===== config.mk =====
export PLATFORM = sky130hd
export DESIGN_NAME = rsmv_power
export DESIGN_NICKNAME = d
export VERILOG_FILES = /design/src/design/rsmv_pkg.sv /design/src/design/rsmv_power.sv
export SDC_FILE = /design/constraint.sdc
export NUM_CORES = 2
export LEC_CHECK = 0
export ABC_AREA = 1
export BUFFER_PORTS_ARGS = -buffer_cell sky130_fd_sc_hd__buf_2
export CORE_MARGIN = 5
export CORE_UTILIZATION = 67
export DETAILED_ROUTE_END_ITERATION = 10
export GPL_TIMING_DRIVEN = 0
export PLACE_DENSITY_LB_ADDON = 0.15
export SETUP_SLACK_MARGIN = 0.15
export SLEW_MARGIN = 10
export SYNTH_ARGS = -nofsm -noshare
export SYNTH_HDL_FRONTEND = slang
export SYNTH_SLANG_ARGS = --single-unit

===== constraint.sdc =====
create_clock -name clk -period 8.4 [get_ports clk]
set_input_delay 1.68 -clock clk [delete_from_list [all_inputs] [get_ports clk]]
set_output_delay 1.68 -clock clk [all_outputs]
set_load 0.01 [all_outputs]

===== src/design/rsmv_pkg.sv =====
`timescale 1ns / 1ps
package rsmv_pkg;

	localparam int MAX_SIDE         = 512;
	localparam int WEIGHT_FRAC_BITS = 16;

	localparam int COORD_W  = 9;
	localparam int SIDE_W   = 10;
	localparam int RADIUS_W = 15;
	localparam int DATA_W   = 16;
	localparam int INDEX_W  = 2;
	localparam int WEIGHT_W = WEIGHT_FRAC_BITS + 1;

	localparam int RATIO_W  = 24;
	localparam int POWER_W  = 51;
	localparam int RECIP_K  = 2 * WEIGHT_FRAC_BITS + 18;
	localparam int QUOT_W   = RECIP_K - 16 + 1;
	localparam int ROOT_W   = (QUOT_W + 1) / 2;

	localparam int RATIO_LAT = 4 + RATIO_W;
	localparam int POWER_LAT = 6;
	localparam int RECIP_LAT = QUOT_W;
	localparam int SQRT_LAT  = ROOT_W;
	localparam int PIPE_LAT  = RATIO_LAT + POWER_LAT + RECIP_LAT + SQRT_LAT + 1;

	localparam logic [INDEX_W-1:0] REG_GRID_SIDE = 2'd0;
	localparam logic [INDEX_W-1:0] REG_RADIUS    = 2'd1;

	localparam logic [SIDE_W-1:0]   SIDE_RESET   = 10'd256;
	localparam logic [RADIUS_W-1:0] RADIUS_RESET = 15'd6400;

	// valid bit and forced-zero flag travelling with each voxel
	typedef struct packed {
		logic valid;
		logic sat;
	} ctl_t;

endpackage


===== src/design/rsmv_power.sv =====
`timescale 1ns / 1ps
module rsmv_power (
	input  logic                          clk,
	input  logic                          arst_n,
	input  rsmv_pkg::ctl_t                in_ctl,
	input  logic [rsmv_pkg::RATIO_W-1:0]  ratio,
	output rsmv_pkg::ctl_t                out_ctl,
	output logic [rsmv_pkg::POWER_W-1:0]  power
);
	import rsmv_pkg::*;

	ctl_t        ctl_s1, ctl_s2, ctl_s3, ctl_s4, ctl_s5, ctl_s6;
	logic [47:0] sq1_s1;
	logic [24:0] s1_s2;
	logic [49:0] sq2_s3;
	logic [32:0] s2_s4;
	logic [33:0] hh_s5;
	logic [32:0] hl_s5;
	logic [31:0] ll_s5;
	logic [POWER_W-1:0] p_s6;

	logic [47:0] sum1;
	logic [49:0] sum2;
	logic [32:0] ll_rnd;

	assign sum1   = sq1_s1 + 48'd32768;
	assign sum2   = sq2_s3 + 50'd32768;
	assign ll_rnd = 33'(ll_s5) + 33'd32768;

	always_ff @(posedge clk or negedge arst_n) begin
		if (!arst_n) begin
			ctl_s1 <= '0;
			ctl_s2 <= '0;
			ctl_s3 <= '0;
			ctl_s4 <= '0;
			ctl_s5 <= '0;
			ctl_s6 <= '0;
		end else begin
			ctl_s1       <= in_ctl;
			ctl_s2.valid <= ctl_s1.valid;
			ctl_s2.sat   <= ctl_s1.sat | (|sum1[47:41]);
			ctl_s3       <= ctl_s2;
			ctl_s4.valid <= ctl_s3.valid;
			ctl_s4.sat   <= ctl_s3.sat | sum2[49];
			ctl_s5       <= ctl_s4;
			ctl_s6       <= ctl_s5;
		end
	end

	// three rounded q.16 squarings, the last one split into partial products
	always_ff @(posedge clk) begin
		sq1_s1 <= ratio * ratio;
		s1_s2  <= sum1[40:16];
		sq2_s3 <= s1_s2 * s1_s2;
		s2_s4  <= sum2[48:16];
		hh_s5  <= s2_s4[32:16] * s2_s4[32:16];
		hl_s5  <= s2_s4[32:16] * s2_s4[15:0];
		ll_s5  <= s2_s4[15:0] * s2_s4[15:0];
		p_s6   <= POWER_W'(65536) + POWER_W'({hh_s5, 16'd0})
			+ POWER_W'({hl_s5, 1'b0}) + POWER_W'(ll_rnd[32:16]);
	end

	assign out_ctl = ctl_s6;
	assign power   = p_s6;

endmodule


Word-level counts from Yosys, hierarchy flattened --
Index checks and enable logic that the tools add are counted.
Cells by class: $mul 5, bitwise logic cells 2, add/sub/neg operators 6, reduce and logical (&&, ||, !) cells 1
Operators by type and width (number):
- $add 17x50->51 const A | 1
- $add 51x17->51 | 1
- $add 51x34->51 | 1
- $add 50x16->50 const B | 1
- $mul 25x25->50 | 1
- $add 48x16->48 const B | 1
- $mul 24x24->48 | 1
- $mul 17x17->34 | 1
- $add 32x16->33 const B | 1
- $mul 17x16->33 | 1
- $mul 16x16->32 | 1
- $reduce_or 7->1 | 1
- $or 1x1->1 | 2
Word-level totals: output and inout port bits 53, register bits 318, logic and storage cells 34

Depth between registers and ports, before layout --
word-level depth 3, mapped depth 30

Worst setup path after synthesis --
Ideal clock, no wire load.
kind input port to flip-flop, start point in ratio[2] in the netlist's numbering, end point reg sq1_s1[34], arrival time 7043 ps, stages 26, setup slack 1245 ps, setup time 112 ps, buffers on the path 1, cells stage by stage clkbuf_1 -> nand2_1 -> fa_1 -> inv_1 -> fa_1 -> inv_1 -> fa_1 -> inv_1 -> fa_1 -> inv_1 -> fa_1 -> inv_1 -> fa_1 -> inv_1 -> fa_1 -> inv_1 -> ha_1 -> nand2_1 -> o21ai_0 -> inv_1 -> nand2_1 -> nand2_1 -> nand3_1 -> nand2_1 -> nand3_1 -> nand2_1
Between the ends: cells in the longest elaborated chain, start to end 1
Ends and longest elaborated chain:
- start: declaration | RTL line rsmv_power.sv:6 | input logic [rsmv_pkg::RATIO_W-1:0] ratio,
- $mul 24x24->48 | RTL line rsmv_power.sv:52 | sq1_s1 <= ratio * ratio;
- end signal: assignment | RTL line rsmv_power.sv:52
- end: declaration | RTL line rsmv_power.sv:13 | logic [47:0] sq1_s1;
Every way passes these cells.

Final worst setup path --
start point in ratio[12] in the netlist's numbering, end point reg sq1_s1[42]
Same word-level chain as after synthesis.

==> impl_results.md <==
* Number of top-level pins at between 80 and 90
* Avg Cell Area, Syn at 7.73 sq um
* First-pass iteration count of the detailed router at 8
* Simple logic cell fraction of the synthesized area at about 17%
* DR vias/cell at between 5 and 6
* Sequential Area at ~5500 sq um
* DPL Wire Length at ~180 mm
* DR vias at about 60000
* RSZ-0062 raised after global routing: false
* Worst r2r src: s1_s2[19]
* FILL cells at 9084
* Synthesized instance count at 9451
* Kind of critical path: input port to register
* Netlist cell types at 43
* Syn. warnings at 0
* Final Net Count at between 10000 and 15000
* Non-Filler Instances at 11000
* Max Slew Vio Count at 0
* Compound-gate portion of the synthesized area at about 3.7%
* H-tree level count at 1
* Routed len/inst at about 19 microns
* Vias in the first global route at 63800
* Final Hold Viols at 0
* GRT Overall Usage at 37.1%
* FMAX at 0.124 GHz
* Largest net degree at the start of global routing at 17
* Commonest non-fill, non-tap cells in the layout: inv_1 (2910), nand2_1 (2253), fa_1 (1452), ha_1 (768), nor2_1 (402)
* Most common cell after layout, fill and taps aside: inv_1
* Worst-path clk slew at ~0.06 ns
* Post-synthesis mux area share at 0%
* Multi-input gate area at 55700 sq um
* Largest family of logic cells by synthesized area: adder cells
* Worst-Margin Slew at approximately 1.1 ns
* Clk sinks at 272
* Setup Fix Bufs, Post-CTS at 0
* Run status: completed
* Clock buffer count from CTS at 31
* CTS tree: built
* Net Count, Synth at 11700
* HP Start: ctl_s5[1]
* Share of cells above drive strength 1 at under 10%
* Reg2reg end: sq2_s3[37]
* DRT Wirelength at ~210 mm
* # port buffers at between 70 and 80
* CP startpoint: ratio[12]
* DIE AREA at between 100000 and 150000 sq um
* Die width at 340 microns
* Reg2Reg Setup Slack at around 0.54 ns
* Worst setup endpoint: sq1_s1[42]
* CTS max path bufs at 3
* Hold buffers post-CTS at 0
* CP required at between 8 and 9 ns
* Placed insts at between 10000 and 15000
* Die height at 340 microns
* Num rows at roughly 120
* DR iter-0 viols at between 4000 and 5000
* First-pass GRT wire length at roughly 340 mm
* Area Overhead vs Synth at 4.52%
* Initial Util at 67.3%
* CTS Root Buffer Type: clkbuf_16
* Finish-stage setup viols at 0
* ANT nets after route at 0
* Initial antenna violation count at 1
* DRC at 0
* Post-Synthesis Cell Area at ~73000 sq um
* Fin Clk Skew at around 0.06 ns
* Slew Limit Headroom at about a quarter
* Hold Crit Class: register to register
* Skew-Pair Late Insertion Delay at roughly 0.65 ns
* Min Tclk post-route at 8.04 ns
* Crit-path max FO at 10
* Max-capacitance violation count at 0
* Post-synthesis xor/xnor area fraction at roughly 2.7%
* Cell depth of the worst flop-to-flop path at 23
* Worst EP arrival at 8.53 ns
* Gpl congestion at approximately 1
* Post-Synth Adder-Cell Area at a little over half
* Synthesized flop and latch total at between 200 and 300
* Critical path startpoint category: input port
* Seq/Total Area, Yosys at around 7.5%
* Core Area at ~110000 sq um
* Crit end category: register
* Gr ovfl total at 0
* Final period util at 95.7%
## metrics by stage
| step | setup WS [ns] | utilization [%] | hold WS, ns | setup TNS [ns] | cell area, sq um |
|---|---|---|---|---|---|
| 2_1_floorplan | 1.24 | - | 0.329 | 0 | 73100 |
| 3_3_place_gp | -0.152 | 69.3 | 0.338 | -1.08 | 75200 |
| 3_5_place_dp | -0.159 | 69.3 | 0.337 | -1.40 | 75200 |
| 4_1_cts | 0.455 | 70.3 | 0.352 | 0 | 76300 |
| 5_1_grt | 0.152 | 70.3 | 0.365 | 0 | 76400 |
| 6_report | 0.363 | 70.3 | 0.348 | 0 | 76400 |
## Yosys cell counts, drive strengths merged
master / n / area [sq um]
dfxtp: 260 / 5200
xnor2: 74 / 648
nand4: 79 / 494
and3: 4 / 26.3
nand2: 2257 / 8480
o2111ai: 1 / 8.76
clkbuf: 235 / 882
o211ai: 7 / 52.6
and2: 4 / 25.0
o21bai: 29 / 218
o311ai: 1 / 8.76
a21o: 16 / 120
nand3: 208 / 1070
fa: 1452 / 29100
a31oi: 5 / 31.3
buf: 6 / 26.3
a21boi: 6 / 45.0
nor4: 16 / 100
a21oi: 272 / 1360
ha: 768 / 9610
inv: 2913 / 10900
dfrtp: 12 / 300
nand3b: 16 / 120
nor2: 408 / 1570
o21ai: 154 / 778
o21a: 13 / 97.6
nor3: 70 / 372
conb: 1 / 3.75
nand2b: 1 / 6.26
or2: 9 / 58.8
xor2: 154 / 1350
## routing by layer
layer | vias to the layer above | GRT usage [%] | share of wire (%)
li1 | 27400 | - | -
met1 | 28800 | 46.4 | 38
met2 | 2767 | 62.0 | 47
met3 | 741 | 6.89 | 9.1
met4 | 2 | 19.1 | 6.6
met5 | - | 0 | 0.0038
## cells by family (layout without fill, tap and decap cells)
kind of cell,Yosys count,count (layout)
AOI/OAI and AO/OA,504,504
buffers and inverters,3154,3290
and+or+nand+nor,3072,3072
other,1,2
xor gates and xnor gates,228,228
adders and majority gates,2220,2220
DFF,272,272
## critical path: stages
cell and delay (ns):
buf_2 0.26, clkbuf_1 0.70, nand2_1 0.23, inv_1 0.14, fa_1 0.43, fa_1 0.49
inv_1 0.06, fa_1 0.53, inv_1 0.07, fa_1 0.50, inv_1 0.05, fa_1 0.52
inv_1 0.05, fa_1 0.49, inv_1 0.07, fa_1 0.52, inv_1 0.07, ha_1 0.39
nand2_1 0.12, o21ai_0 0.40, inv_1 0.07, nand2_1 0.07, nand2_1 0.05, nand3_1 0.25
nand2_1 0.15, nand3_1 0.09, nand2_1 0.06
## how the worst min path moves through the flow
stage / to / slack [ns] / cells after the start
after CTS: out_ctl[1] / 0.35 / 0
after global placement: out_ctl[0] / 0.34 / 0
after detailed placement: out_ctl[0] / 0.34 / 0
after floorplan: hh_s5[0] / 0.33 / 0
after global routing: out_ctl[0] / 0.37 / 0
final: out_ctl[1] / 0.35 / 0
## sequential cells by signal, indices dropped and copies added, names as in the netlist
signal   cells
power       51
sq2_s3      35
hh_s5       33
hl_s5       33
s2_s4       33
sq1_s1      33
s1_s2       25
ll_s5       17
ctl_s1       2
ctl_s2       2
ctl_s3       2
ctl_s4       2
ctl_s5       2
out_ctl      2
## timing repair
action	CTS	global route
resized for setup	0	24
endpoints found under the setup margin	0	10
endpoints found under the hold margin	0	0
## area by class of cell
class,count,area share (%)
antenna,1,0.00328
tap,1414,2.32
multi-input combinational,6025,73.0
clock buffer,41,1.14
buffer,241,1.21
sequential,272,7.21
inverter,2913,14.3
timing repair buffer,79,0.518
clock inverter,16,0.323
Power is not shown: default switching activity piles up to over one toggle a cycle in this logic, so the estimate is an artifact.
