## src/design/rsmv_pkg.sv

```systemverilog
`timescale 1ns / 1ps
package rsmv_pkg;

	localparam int MAX_SIDE         = 512;
	localparam int WEIGHT_FRAC_BITS = 16;

	localparam int COORD_W  = 9;
	localparam int SIDE_W   = 10;
	localparam int RADIUS_W = 15;
	localparam int DATA_W   = 16;
	localparam int INDEX_W  = 2;
	localparam int WEIGHT_W = WEIGHT_FRAC_BITS + 1;

	localparam int RATIO_W  = 24;
	localparam int POWER_W  = 51;
	localparam int RECIP_K  = 2 * WEIGHT_FRAC_BITS + 18;
	localparam int QUOT_W   = RECIP_K - 16 + 1;
	localparam int ROOT_W   = (QUOT_W + 1) / 2;

	localparam int RATIO_LAT = 4 + RATIO_W;
	localparam int POWER_LAT = 6;
	localparam int RECIP_LAT = QUOT_W;
	localparam int SQRT_LAT  = ROOT_W;
	localparam int PIPE_LAT  = RATIO_LAT + POWER_LAT + RECIP_LAT + SQRT_LAT + 1;

	localparam logic [INDEX_W-1:0] REG_GRID_SIDE = 2'd0;
	localparam logic [INDEX_W-1:0] REG_RADIUS    = 2'd1;

	localparam logic [SIDE_W-1:0]   SIDE_RESET   = 10'd256;
	localparam logic [RADIUS_W-1:0] RADIUS_RESET = 15'd6400;

	// valid bit and forced-zero flag travelling with each voxel
	typedef struct packed {
		logic valid;
		logic sat;
	} ctl_t;

endpackage

```

## src/design/rsmv_sqrt.sv

```systemverilog
`timescale 1ns / 1ps
module rsmv_sqrt (
	input  logic                         clk,
	input  logic                         arst_n,
	input  rsmv_pkg::ctl_t               in_ctl,
	input  logic [rsmv_pkg::QUOT_W-1:0]  quot,
	output rsmv_pkg::ctl_t               out_ctl,
	output logic [rsmv_pkg::ROOT_W-1:0]  root
);
	import rsmv_pkg::*;

	localparam int RAD_W = 2 * ROOT_W;
	localparam int REM_W = ROOT_W + 2;

	logic [RAD_W-1:0]  rad_s  [0:ROOT_W];
	logic [REM_W-1:0]  rem_s  [0:ROOT_W];
	logic [ROOT_W-1:0] root_s [0:ROOT_W];
	ctl_t              ctl_s  [0:ROOT_W];

	assign rad_s[0]  = RAD_W'(quot);
	assign rem_s[0]  = '0;
	assign root_s[0] = '0;
	assign ctl_s[0]  = in_ctl;

	// one root bit per stage, two radicand bits brought down each time
	for (genvar g = 0; g < ROOT_W; g++) begin : g_root
		logic [REM_W+1:0] sh;
		logic [REM_W+1:0] t;
		logic [REM_W+1:0] diff;
		logic             take;
		assign sh   = {rem_s[g], rad_s[g][RAD_W-1-2*g -: 2]};
		assign t    = (REM_W + 2)'({root_s[g], 2'b01});
		assign diff = sh - t;
		assign take = sh >= t;

		always_ff @(posedge clk or negedge arst_n) begin
			if (!arst_n) begin
				ctl_s[g+1] <= '0;
			end else begin
				ctl_s[g+1] <= ctl_s[g];
			end
		end

		always_ff @(posedge clk) begin
			rem_s[g+1]  <= take ? diff[REM_W-1:0] : sh[REM_W-1:0];
			root_s[g+1] <= {root_s[g][ROOT_W-2:0], take};
			rad_s[g+1]  <= rad_s[g];
		end
	end

	assign out_ctl = ctl_s[ROOT_W];
	assign root    = root_s[ROOT_W];

endmodule
```

## config.mk

```make
export PLATFORM = sky130hd
export DESIGN_NAME = rsmv_sqrt
export DESIGN_NICKNAME = d
export VERILOG_FILES = /design/src/design/rsmv_pkg.sv /design/src/design/rsmv_sqrt.sv
export SDC_FILE = /design/constraint.sdc
export NUM_CORES = 1
export LEC_CHECK = 0
export BUFFER_PORTS_ARGS = -buffer_cell sky130_fd_sc_hd__buf_2
export CORE_AREA = 3 3 276 278
export CTS_CLUSTER_SIZE = 14
export DETAILED_ROUTE_END_ITERATION = 12
export DIE_AREA = 0 0 279 281
export SYNTH_ARGS = -nofsm -noshare
export SYNTH_HDL_FRONTEND = slang
export SYNTH_SLANG_ARGS = --single-unit
```

## constraint.sdc

```tcl
create_clock -name clk -period 5.75 [get_ports clk]
set_clock_uncertainty 0.05 [all_clocks]
set_input_delay 0.2875 -clock clk [delete_from_list [all_inputs] [get_ports clk]]
set_output_delay 0.2875 -clock clk [all_outputs]
set_load 0.02 [all_outputs]
```

# Word-level counts from Yosys, hierarchy flattened
# Index checks and enable logic that the tools add are counted.
[word_totals] regBits=835 output_inout_bits=20
[classes] addsub=17 order_cmp=18 mux=17
[op_table] operator="20-bit 2-to-1 mux" count=16
[op_table] operator="22-bit by 10-bit greater-or-equal comparator with 1-bit output" count=1
[op_table] operator="22-bit by 11-bit greater-or-equal comparator with 1-bit output" count=1
[op_table] operator="22-bit by 12-bit greater-or-equal comparator with 1-bit output" count=1
[op_table] operator="22-bit by 13-bit greater-or-equal comparator with 1-bit output" count=1
[op_table] operator="22-bit by 14-bit greater-or-equal comparator with 1-bit output" count=1
[op_table] operator="22-bit by 15-bit greater-or-equal comparator with 1-bit output" count=1
[op_table] operator="22-bit by 16-bit greater-or-equal comparator with 1-bit output" count=1
[op_table] operator="22-bit by 17-bit greater-or-equal comparator with 1-bit output" count=1
[op_table] operator="22-bit by 18-bit greater-or-equal comparator with 1-bit output" count=1
[op_table] operator="22-bit by 19-bit greater-or-equal comparator with 1-bit output" count=1
[op_table] operator="22-bit by 3-bit greater-or-equal comparator with 1-bit output" count=1
[op_table] operator="22-bit by 4-bit greater-or-equal comparator with 1-bit output" count=1
[op_table] operator="22-bit by 5-bit greater-or-equal comparator with 1-bit output" count=1
[op_table] operator="22-bit by 6-bit greater-or-equal comparator with 1-bit output" count=1
[op_table] operator="22-bit by 7-bit greater-or-equal comparator with 1-bit output" count=1
[op_table] operator="22-bit by 8-bit greater-or-equal comparator with 1-bit output" count=1
[op_table] operator="22-bit by 9-bit greater-or-equal comparator with 1-bit output" count=1
[op_table] operator="20-bit by 10-bit subtractor with 20-bit output" count=1
[op_table] operator="20-bit by 11-bit subtractor with 20-bit output" count=1
[op_table] operator="20-bit by 12-bit subtractor with 20-bit output" count=1
[op_table] operator="20-bit by 13-bit subtractor with 20-bit output" count=1
[op_table] operator="20-bit by 14-bit subtractor with 20-bit output" count=1
[op_table] operator="20-bit by 15-bit subtractor with 20-bit output" count=1
[op_table] operator="other kinds (13)" count=13

# Longest topological paths before layout
[logic_depth] depth_word=2 ltp_mapped=12 depth_no_buf=10

# Worst setup path before layout
# Ideal clock, no wire load.
[synth_path] path_kind="flip-flop to flip-flop" from="register root_s (netlist bit g_root[13].t[5])" to="register rem_s (netlist bit g_root[14].sh[19])" setup_time_ps=72 arrival_time_ps=2692 required_time_ps=5628 setup_slack_ps=2936 stages_incl_launch_ff=12 synth_period_minus_slack_ps=2814 cell_sequence="dfxtp_1 inv_1 ha_1 or2_2 a31oi_1 a21oi_1 a211oi_1 o31a_1 clkinv_1 clkbuf_1 o211ai_1 xnor2_1"
[synth_via] elab_chain_cells=2 word_cells_on_any_way=3 classes_between="1 x add/sub; 1 x order compare; 1 x mux"
[synth_lines] item="start: declaration" line="rsmv_sqrt.sv:17" rtl="logic [ROOT_W-1:0] root_s [0:ROOT_W];"
[synth_lines] item="start signal: indexed assignment" line="rsmv_sqrt.sv:46" rtl="root_s[g+1] <= {root_s[g][ROOT_W-2:0], take};"
[synth_lines] item="20-bit by 15-bit subtractor with 20-bit output / 22-bit by 15-bit greater-or-equal comparator with 1-bit output (equally long branches)" line="rsmv_sqrt.sv:33, rsmv_sqrt.sv:34"
[synth_lines] item="20-bit 2-to-1 mux *" line="rsmv_sqrt.sv:45" rtl="rem_s[g+1] <= take ? diff[REM_W-1:0] : sh[REM_W-1:0];"
[synth_lines] item="end signal: indexed assignment" line="rsmv_sqrt.sv:45"
[synth_lines] item="end: declaration" line="rsmv_sqrt.sv:16" rtl="logic [REM_W-1:0] rem_s [0:ROOT_W];"
# Every way passes the cells marked *; elsewhere a longest branch is shown, timed or not.
# A chain may end at the register's enable or synchronous reset.

# Worst setup path in the final report
[layout_path] from="register root_s (netlist bit g_root[13].t[5])" to="register rem_s (netlist bit g_root[14].sh[10])"
# The elaborated chain is that of the path after synthesis.

==> impl_metrics.json <==
{
  "area_delta_synth_final_pct": 16.1,
  "period_needed_ns": 3.74,
  "path_clk_slew_ns": 0.06,
  "clkLatencyLatePin_ns": 0.63,
  "yosys.area_share.adder": 0.0796,
  "yosysUniqueCellTypes": 72,
  "cts_tree": "yes",
  "cp.buffers_inverters": 2,
  "root_buffer": "clkbuf_16",
  "cts_repair_resize_count": 0,
  "hpwlAfterDp_um": 42300,
  "hold_viol_final": 0,
  "core_area_um2": 74200,
  "worst_pin_slew_ns": 1.25,
  "viasPerCell": 4.91,
  "rr_startpoint": "g_root[13].t[5]",
  "grt_max_degree": 37,
  "fin_tns_setup_ns": 0,
  "slew_headroom": 0.169,
  "grt_pass1_vias": 19200,
  "synth_compound_gate_area_share": 0.118,
  "power.share.sequential": 0.472,
  "drv_cap": 0,
  "antenna_found_initial": 1,
  "synthMuxAreaShare": 0.0139,
  "arrival_ns": 4.20,
  "p_clk_frac": 0.368,
  "htreeDepth": 3,
  "rsz0062_at_grt": "false",
  "cp.required_ns": 6.21,
  "swShare": 0.271,
  "cp_slowest_cell": "a211oi_1",
  "routedWlPerCell_um": 14.2,
  "start_util": 0.398,
  "endpoint_kind": "register",
  "rrSetupSlack_ns": 2.01,
  "outcome": "finished, final reports clean",
  "cts_buffers": 85,
  "drt_wl_total_um": 56700,
  "grt_util_all_layers": 0.145,
  "crit_chain": "inv_1 > ha_1 > or2_2 > a31oi_1 > a21oi_1 > a211oi_1 > o31a_1 > clkinv_1 > mux2_2",
  "hold_class": "in2async",
  "slew_violations": 0,
  "io_pins": 59,
  "cp_max_fo": 26,
  "globalRouteOverflowTotal": 0,
  "fmax_mhz": 267,
  "synthXorXnorAreaFrac": 0.0705,
  "synth_seq_cells": 824,
  "finalSetupViolations": 0,
  "synth_top_family_by_area": "compound AO/OA/AOI/OAI gates",
  "synth_area_um2": 29600,
  "synth.area.top_cells": "dfxtp_1, ha_1, xor2_1",
  "rows": 100,
  "syn_area_per_cell_um2": 10.5,
  "die_w_um": 279,
  "drt_pass1_iterations": 6,
  "ant_nets": 0,
  "dominantRegCellSynth": "dfxtp_1",
  "layout-drive-gt1-share": 0.0859,
  "cpLargestDelayFamily": "compound AO/OA/AOI/OAI gates",
  "path_class": "reg2reg",
  "switching_power_mw": 4.18,
  "irDropWorstVdd_mv": 0.326,
  "dieArea_um2": 78400,
  "num_vias": 19600,
  "synthSimpleGateAreaFrac": 0.117,
  "yosys.area.top_type_share": 0.534,
  "yosys-top-cells-count": "dfxtp_1, inv_1, ha_1",
  "p_leak_nw": 15.8,
  "ys_warn_count": 0,
  "postSynthCellCount": 2823,
  "route.detailed.drc": 0,
  "gp_routability_congestion": 0.926,
  "place_area_um2": 30900,
  "die_h_um": 281,
  "cts_setup_buffers": 0,
  "yosysMostFrequentCell": "dfxtp_1",
  "setup_ws_ns": 2.01,
  "power_density_nw_per_um2": 450,
  "nets": 3191,
  "yosysTopAreaCell": "dfxtp_1",
  "post-place-ws_ns": 2.06,
  "worstSetupStartpointType": "register",
  "startpoint": "g_root[13].t[5]",
  "ys_seq_area_frac": 0.564,
  "drt_iter0_drc": 1158,
  "clockBufferDepth": 3,
  "synth_nets": 3050,
  "async_flop_share": 0.0437,
  "clock-sinks": 824,
  "p_int_mw": 11.3,
  "portBuffers": 58,
  "design_area_um2": 34300,
  "slowest_delay_ns": 0.67,
  "share_comb_of_total_power": 0.160,
  "grt_pass1_wl_um": 93800,
  "finalCritPeriodShare": 0.650,
  "synth-edff-count": 0
}
sequential cells by signal, indices dropped and copies added, names as in the netlist:
name       count
out_ctl        2
ctl_s         34
g_root.t     153
root          18
g_root.sh    345
rad_s        272
area by class of cell:
class | instances | area, um2
antenna | 1 | 2.50
multi-input combinational | 1716 | 11800
fill | 6816 | 39900
sequential | 824 | 16700
tap | 969 | 1210
inverter | 235 | 882
clock buffer | 120 | 2480
timing repair buffer | 102 | 716
clock inverter | 30 | 532
cells by family (layout without fill, tap and decap cells):
logic type / count (synthesis) / after routing
AND/OR/NAND/NOR: 685 / 685
AO/OA/AOI/OAI: 567 / 567
XOR/XNOR: 238 / 238
adder cells (fa/ha/maj): 188 / 188
buffers and inverters: 283 / 487
flip-flops: 824 / 824
other: 1 / 2
multiplexers: 37 / 37
cells in the final DEF, fill, tap and decap left out, types with 38 or more instances in the layout:
master           n
nand3_1         41
dlygate4sd3_1   38
dfxtp_1        788
o21a_1          38
ha_1           188
nor2_1         168
clkbuf_16       85
a21o_1          42
inv_1          233
xnor2_1        118
xor2_1         120
nand2_1        153
a21oi_1        177
buf_2           58
o21ai_0        159
nor3_1          71
through the flow:
stage	cells	power, mW	hold WS (ns)	util
floorplan	2823	9.13	-0.0581	-
global placement	3808	9.80	0.259	0.417
detailed placement	3808	9.86	0.262	0.417
CTS	3996	15.6	0.187	0.462
global route	3996	16.3	0.204	0.462
finish	3997	15.4	0.232	0.462
power by group through the flow:
stage / Combinational [mW] / Clock, mW / Sequential (mW)
after global placement: 2.39 / 0 / 7.41
after global routing: 2.80 / 6.10 / 7.40
after CTS: 2.48 / 5.87 / 7.30
after detailed placement: 2.44 / 0 / 7.42
final: 2.47 / 5.69 / 7.29
after floorplan: 1.96 / 0 / 7.17
metal layers:
layer  vias up  wire, um  global-route usage
li1       9964         -                   -
met1      9135     26400               0.188
met2       415     25800               0.239
met3       105      2890              0.0282
met4         0      1550              0.0554
met5         -         0                   0
final timing paths:
kind | end | cells after the start
setup / recovery | g_root[14].sh[10] | 9
setup reg to reg | g_root[14].sh[10] | 9
hold reg to reg | rad_s[413] | 0
hold / removal | ctl_s[32] | 2
max in group asynchronous | out_ctl[1] | 2
min in group clk | rad_s[617] | 2
timing repair:
action	CTS	global route
endpoints found under the setup margin	0	0
hold buffers	38	0
endpoints found under the hold margin	73	0
Note: power is estimated with default switching activity, not from simulation.
