===== src/design/rsmv_pkg.sv =====
`timescale 1ns / 1ps
package rsmv_pkg;

	localparam int MAX_SIDE         = 512;
	localparam int WEIGHT_FRAC_BITS = 16;

	localparam int COORD_W  = 9;
	localparam int SIDE_W   = 10;
	localparam int RADIUS_W = 15;
	localparam int DATA_W   = 16;
	localparam int INDEX_W  = 2;
	localparam int WEIGHT_W = WEIGHT_FRAC_BITS + 1;

	localparam int RATIO_W  = 24;
	localparam int POWER_W  = 51;
	localparam int RECIP_K  = 2 * WEIGHT_FRAC_BITS + 18;
	localparam int QUOT_W   = RECIP_K - 16 + 1;
	localparam int ROOT_W   = (QUOT_W + 1) / 2;

	localparam int RATIO_LAT = 4 + RATIO_W;
	localparam int POWER_LAT = 6;
	localparam int RECIP_LAT = QUOT_W;
	localparam int SQRT_LAT  = ROOT_W;
	localparam int PIPE_LAT  = RATIO_LAT + POWER_LAT + RECIP_LAT + SQRT_LAT + 1;

	localparam logic [INDEX_W-1:0] REG_GRID_SIDE = 2'd0;
	localparam logic [INDEX_W-1:0] REG_RADIUS    = 2'd1;

	localparam logic [SIDE_W-1:0]   SIDE_RESET   = 10'd256;
	localparam logic [RADIUS_W-1:0] RADIUS_RESET = 15'd6400;

	// valid bit and forced-zero flag travelling with each voxel
	typedef struct packed {
		logic valid;
		logic sat;
	} ctl_t;

endpackage


===== src/design/rsmv_ratio.sv =====
`timescale 1ns / 1ps
module rsmv_ratio (
	input  logic                           clk,
	input  logic                           arst_n,
	input  logic                           in_valid,
	input  logic [rsmv_pkg::COORD_W-1:0]   x_in,
	input  logic [rsmv_pkg::COORD_W-1:0]   y_in,
	input  logic [rsmv_pkg::COORD_W-1:0]   z_in,
	input  logic [rsmv_pkg::SIDE_W-1:0]    side,
	input  logic [rsmv_pkg::RADIUS_W-1:0]  radius,
	output rsmv_pkg::ctl_t                 out_ctl,
	output logic [rsmv_pkg::RATIO_W-1:0]   ratio
);
	import rsmv_pkg::*;

	localparam int NUM_W = 55;
	localparam int DEN_W = 31;

	function automatic logic [SIDE_W-1:0] abs_off(input logic [COORD_W-1:0] c,
			input logic [SIDE_W-1:0] s);
		logic [SIDE_W-1:0] twice;
		twice = {c, 1'b0};
		return (twice >= s) ? twice - s : s - twice;
	endfunction

	logic [SIDE_W-1:0]   side_sat;
	logic [SIDE_W-1:0]   dx_s1, dy_s1, dz_s1;
	logic [RADIUS_W-1:0] r_s1;
	ctl_t                ctl_s1, ctl_s2, ctl_s3;
	logic [19:0]         sqx_s2, sqy_s2, sqz_s2;
	logic [29:0]         r2_s2, r2_s3;
	logic [21:0]         d4_s3;
	logic [NUM_W-1:0]    num_c;
	logic [DEN_W-1:0]    den_c;

	logic [NUM_W-1:0]    rem_s [0:RATIO_W];
	logic [RATIO_W-1:0]  quo_s [0:RATIO_W];
	logic [DEN_W-1:0]    den_s [0:RATIO_W];
	ctl_t                ctl_s [0:RATIO_W];

	assign side_sat = (side > SIDE_W'(MAX_SIDE)) ? SIDE_W'(MAX_SIDE) : side;
	assign num_c    = {d4_s3, 27'd0} + NUM_W'(r2_s3);
	assign den_c    = {r2_s3, 1'b0};

	always_ff @(posedge clk or negedge arst_n) begin
		if (!arst_n) begin
			ctl_s1   <= '0;
			ctl_s2   <= '0;
			ctl_s3   <= '0;
			ctl_s[0] <= '0;
		end else begin
			ctl_s1       <= '{valid: in_valid, sat: (radius == '0)};
			ctl_s2       <= ctl_s1;
			ctl_s3       <= ctl_s2;
			ctl_s[0].valid <= ctl_s3.valid;
			// ratio of 256 or more leaves the q8.16 range
			ctl_s[0].sat <= ctl_s3.sat | (num_c >= {den_c, 24'd0});
		end
	end

	always_ff @(posedge clk) begin
		dx_s1    <= abs_off(x_in, side_sat);
		dy_s1    <= abs_off(y_in, side_sat);
		dz_s1    <= abs_off(z_in, side_sat);
		r_s1     <= radius;
		sqx_s2   <= dx_s1 * dx_s1;
		sqy_s2   <= dy_s1 * dy_s1;
		sqz_s2   <= dz_s1 * dz_s1;
		r2_s2    <= r_s1 * r_s1;
		d4_s3    <= 22'(sqx_s2) + 22'(sqy_s2) + 22'(sqz_s2);
		r2_s3    <= r2_s2;
		rem_s[0] <= num_c;
		den_s[0] <= den_c;
		quo_s[0] <= '0;
	end

	// one quotient bit per stage, msb first
	for (genvar g = 0; g < RATIO_W; g++) begin : g_div
		logic [NUM_W-1:0] trial;
		logic             take;
		assign trial = NUM_W'(den_s[g]) << (RATIO_W - 1 - g);
		assign take  = rem_s[g] >= trial;

		always_ff @(posedge clk or negedge arst_n) begin
			if (!arst_n) begin
				ctl_s[g+1] <= '0;
			end else begin
				ctl_s[g+1] <= ctl_s[g];
			end
		end

		always_ff @(posedge clk) begin
			rem_s[g+1] <= take ? rem_s[g] - trial : rem_s[g];
			quo_s[g+1] <= {quo_s[g][RATIO_W-2:0], take};
			den_s[g+1] <= den_s[g];
		end
	end

	assign out_ctl = ctl_s[RATIO_W];
	assign ratio   = quo_s[RATIO_W];

endmodule


===== config.mk =====
export PLATFORM = sky130hd
export DESIGN_NAME = rsmv_ratio
export DESIGN_NICKNAME = d
export VERILOG_FILES = /design/src/design/rsmv_pkg.sv /design/src/design/rsmv_ratio.sv
export SDC_FILE = /design/constraint.sdc
export NUM_CORES = 2
export LEC_CHECK = 0
export BUFFER_PORTS_ARGS = -buffer_cell sky130_fd_sc_hd__buf_4
export CORE_MARGIN = 4
export CORE_UTILIZATION = 51
export CTS_BUF_LIST = sky130_fd_sc_hd__clkbuf_16
export DETAILED_ROUTE_END_ITERATION = 12
export GPL_ROUTABILITY_DRIVEN = 1
export PLACE_DENSITY_LB_ADDON = 0.2
export SLEW_MARGIN = 20
export SYNTH_ARGS = -nofsm -noshare
export SYNTH_HDL_FRONTEND = slang
export SYNTH_SLANG_ARGS = --single-unit
export TNS_END_PERCENT = 100

===== constraint.sdc =====
create_clock -name clk -period 6.1 [get_ports clk]
set_input_delay 1.22 -clock clk [delete_from_list [all_inputs] [get_ports clk]]
set_output_delay 1.22 -clock clk [all_outputs]
set_load 0.05 [all_outputs]

# After elaboration in Yosys (flattened, before gate mapping)
# Memories as Yosys holds them, arrays and structs flattened.
# Index checks and enable logic that the tools add are counted.
# Widths: inputs -> output; s select.
totals:
  memories: 3
  regBits: 243
  ram_bits: 2750
  word_cells: 165
memory_table:
  columns: ["name", "depth", "width", "rd", "rd_clocked_by_memory_dff", "write_ports", "line", "source"]
  rows:
  - ["rem_s", 25, 55, 24, 0, 25, "rsmv_ratio.sv:36", "logic [NUM_W-1:0] rem_s [0:RATIO_W];"]
  - ["den_s", 25, 31, 24, 0, 25, "rsmv_ratio.sv:38", "logic [DEN_W-1:0] den_s [0:RATIO_W];"]
  - ["quo_s", 25, 24, 25, 0, 25, "rsmv_ratio.sv:37", "logic [RATIO_W-1:0] quo_s [0:RATIO_W];"]
classes:
  multipliers: 4
  n_bitwise: 1
  n_lt_le_gt_ge: 29
  n_reduce_logical: 1
  addsub: 33
  mux: 28
op_table:
  columns: ["op", "n"]
  rows:
  - ["$mux 55", 24]
  - ["$mul 10x10->20", 3]
  - ["$sub 10x10->10", 6]
  - ["$ge 50x55->1", 1]
  - ["$ge 55x31->1", 1]
  - ["$ge 55x32->1", 1]
  - ["$ge 55x33->1", 1]
  - ["$ge 55x34->1", 1]
  - ["$ge 55x35->1", 1]
  - ["$ge 55x36->1", 1]
  - ["$ge 55x37->1", 1]
  - ["$ge 55x38->1", 1]
  - ["$ge 55x39->1", 1]
  - ["$ge 55x40->1", 1]
  - ["$ge 55x41->1", 1]
  - ["$ge 55x42->1", 1]
  - ["$ge 55x43->1", 1]
  - ["$ge 55x44->1", 1]
  - ["$ge 55x45->1", 1]
  - ["$ge 55x46->1", 1]
  - ["$ge 55x47->1", 1]
  - ["$ge 55x48->1", 1]
  - ["$ge 55x49->1", 1]
  - ["$ge 55x50->1", 1]
  - ["37 further kinds", 42]

# Longest topological paths before layout
logic_depth:
  word_depth: 4
  ltp_mapped: 26
  ltp_nobuf: 25

# Worst setup path after synthesis
# Ideal clock, no wire load.
synth_path:
  path_type: "flip-flop to flip-flop"
  from: "register r_s1[8]"
  to: "register r2_s2[29]"
  slack_ns: -0.325
  path_stages_with_launch: 22
  synth_period_minus_slack_ns: 6.425
  arrival_time_ns: 6.311
  cell_sequence: "dfxtp_1 clkbuf_1 nand2_1 fa_1 fa_1 inv_1 fa_1 fa_1 fa_1 inv_1 fa_1 inv_1 ha_1 o21a_1 o21ai_0 nor2_1 a221o_1 o41ai_1 o21a_1 o21ai_0 mux2i_1 a2111oi_0"
synth_via:
  elab_chain_len: 1
synth_rtl:
  columns: ["element", "line", "source"]
  rows:
  - ["start, declared", "rsmv_ratio.sv:28", "logic [RADIUS_W-1:0] r_s1;"]
  - ["start signal, assigned", "rsmv_ratio.sv:65", "r_s1 <= radius;"]
  - ["$mul 15x15->30", "rsmv_ratio.sv:69", "r2_s2 <= r_s1 * r_s1;"]
  - ["end signal, assigned", "rsmv_ratio.sv:69", null]
  - ["end, declared", "rsmv_ratio.sv:31", "logic [29:0] r2_s2, r2_s3;"]
# No other way between the ends.

# Worst setup path in the final report
layout_path:
  from: "register r_s1[2]"
  to: "register r2_s2[29]"
# The elaborated chain is that of the path after synthesis.

==> metrics.csv <==
metric,value,unit
status,finished clean,
crit_path_start_kind,flip-flop,
cts_made_buffers,230,
critical_path.max_stage_delay,0.60,ns
cts.htree.levels,4,
critPathKind,reg2reg,
max_cap_violations,0,
min_path_type,reg2reg,
synth_top_cell_area_share,37.35,%
grt_use_total,25.01,%
placed_area,120100,sq um
grt-ovfl-total,0,
ios,81,
grt_max_degree,65,
fin_worst_skew,0.04406,ns
rows,174,
worstPathArrival,6.82,ns
wl_per_cell,18.80,um
worstPathRequired,6.85,ns
worstPathCellList,and2_4 -> fa_2 -> inv_2 -> fa_1 -> inv_2 -> fa_1 -> fa_1 -> fa_1 -> inv_2 -> fa_1 -> inv_2 -> ha_4 -> nor3_4 -> nand3b_1 -> a2bb2oi_2 -> a221o_1 -> o41ai_2 -> buf_4 -> o21a_1 -> o21ai_2 -> mux2i_1 -> a2111oi_0,
hold_viol_final,0,
die_x,484.7,um
synthToLayoutAreaGrowth,10.80,%
synthAdderAreaFrac,16.76,%
fin_ws,0.03025,ns
crit_family,adder cells,
clk_latency,0.89,ns
slew_viol_final,0,
dp_slack,-0.3184,ns
clock.fmax,164.8,MHz
avgSynthCellArea,9.115,sq um
synth-xor-area-share,7.482,%
grt_antenna_before_repair,8,
postRouteAntennaNets,0,
dieHeight,484.7,um
cp_num_buf_inv,5,
route.met2.wl,137600,um
final_common_cell,dfxtp_1,
avgViaCountPerCell,5.554,
initial_core_util,51.38,%
slowest_stage,fa_2,
worst_pin_slew,1.172,ns
synthCells,12710,
synth_top_family_by_area,adder cells,
ys.flop_type,dfxtp_1,
synth-simple-area-share,14.34,%
final_layout_size_suffix_gt1_share,6.768,%
grt_pass1_vias,87450,
rsz0062_at_grt,true,
worstPathMaxFanout,5,
design.core.area,225500,sq um
grt_pass1_wl,477900,um
clkTransAtPathRegs,0.06,ns
synth-async-reset-ratio,2.525,%
hold_ws,0.2908,ns
clockBufferDepth,3,
drc,0,
top_layer,met4,
cts-root-buf,clkbuf_16,
ys_seq_area_share,38.56,%
met3_length,17680,um
ys_ff_latch,2218,
final_cell_mix,"dfxtp_1, inv_1, ha_1",
dp_hpwl,239200,um
reg2reg_slack,0.03,ns
cts.sinks,2218,
relSlewSlack,21.15,%
endpoint_kind,flip-flop,
first_pass_iters,6,
syn-cell-area,115900,sq um
drt-met1-wl,138000,um
setup_violations,0,
yosys_warnings,0,
finalInstanceArea,128400,sq um
dieArea,234900,sq um
synth_compound_area_share,15.78,%
synth_cell_types,98,
drt_iter0_markers,6520,
vias,89090,
fin_crit,6.070,ns
critPathMostFrequentCell,fa_1,
numPortBuffers,80,
synth_edf_count,0,
synth_area_leader_cell,dfxtp_1,
cts_tree,built,
period_share,99.50,%
wirelength,301500,um
finalNetCount,14270,
ys_top_cells_by_area,"dfxtp_1, ha_1, fa_1, inv_1, xnor2_1",
gp_congestion,0.9597,
muxShareOfSynthArea,1.514,%
-- flip-flops by register name, indices dropped and copies added (netlist names), 9 cells and up --
name,count
rem_s,1291
den_s,394
quo_s,300
ctl_s,48
r2_s2,29
r2_s3,29
d4_s3,21
sqz_s2,19
sqx_s2,18
sqy_s2,18
r_s1,15
dz_s1,10
dx_s1,9
dy_s1,9
-- cell type report --
| type | count | area (sq um) |
|---|---|---|
| well taps | 2992 | 3744 |
| flip-flops and latches | 2218 | 44720 |
| multi-input cells | 8793 | 65100 |
| inverters | 1385 | 5199 |
| repair buffers | 215 | 1673 |
| diodes | 1 | 2.502 |
| fillers | 20100 | 97130 |
| clock buffers | 231 | 5781 |
| clock inverters | 204 | 2196 |
-- cells in the mapped netlist (56+ instances only) --
library cell,instances
dfrtp_1,56
o21bai_1,125
nand2_1,927
ha_1,1072
o31ai_1,71
nand4_1,169
dfxtp_1,2162
a21o_1,430
fa_1,300
nand2b_1,154
a21oi_1,926
o21a_1,103
and3_1,94
xnor2_1,581
a31oi_1,84
inv_1,1377
mux2_2,128
o21ai_0,667
nor2_1,737
o21ai_1,64
a211oi_1,79
nand3_1,217
or3_1,89
xor2_1,409
nor3_1,214
and2_1,177
clkbuf_1,285
nor2b_1,128
nor4_1,147
-- through the flow --
stage | cells | TNS [ns] | utilization, %
floorplan | 12720 | 0 | -
global placement | 15600 | -1.441 | 53.25
detailed placement | 15600 | -1.409 | 53.26
CTS | 16030 | 0 | 56.86
global route | 16040 | -0.4106 | 56.93
finish | 16040 | 0 | 56.93
-- per-layer routing --
layer  vias up  global-route usage (%)
met4         0                   6.787
met2      2323                   40.94
li1      43860                       -
met5         -                       0
met3       481                   4.016
met1     42430                   34.29
-- repair_timing --
action                     CTS  global route
pin swaps                   27            43
setup endpoints to repair    7             8
gates resized for setup     39            44
hold endpoints to repair     0             0
setup buffers                5             4
hold buffers                 0             0
-- worst paths after layout --
path / from / endpoint / depth (start not counted)
worst max register to register: r_s1[2]$_DFF_P_ / r2_s2[29]$_DFF_P_ / 22
worst max-delay path: r_s1[2]$_DFF_P_ / r2_s2[29]$_DFF_P_ / 22
min in group asynchronous: arst_n / ctl_s[14]$_DFF_PN0_ / 1
worst min register to register: quo_s[15][14]$_DFF_P_ / quo_s[16][15]$_DFF_P_ / 0
worst min-delay path: quo_s[15][14]$_DFF_P_ / quo_s[16][15]$_DFF_P_ / 0
max in group asynchronous: arst_n / ctl_s[30]$_DFF_PN0_ / 1
-- cell families after synthesis --
kind of cell / count (synthesis)
XOR/XNOR: 990
other: 2
buffers and inverters: 1704
AND/OR/NAND/NOR: 3332
flip-flops: 2218
multiplexers: 159
adder cells (fa/ha/maj): 1372
AO/OA/AOI/OAI: 2937
Power is not shown: default switching activity piles up to over one toggle a cycle in this logic, so the estimate is an artifact.
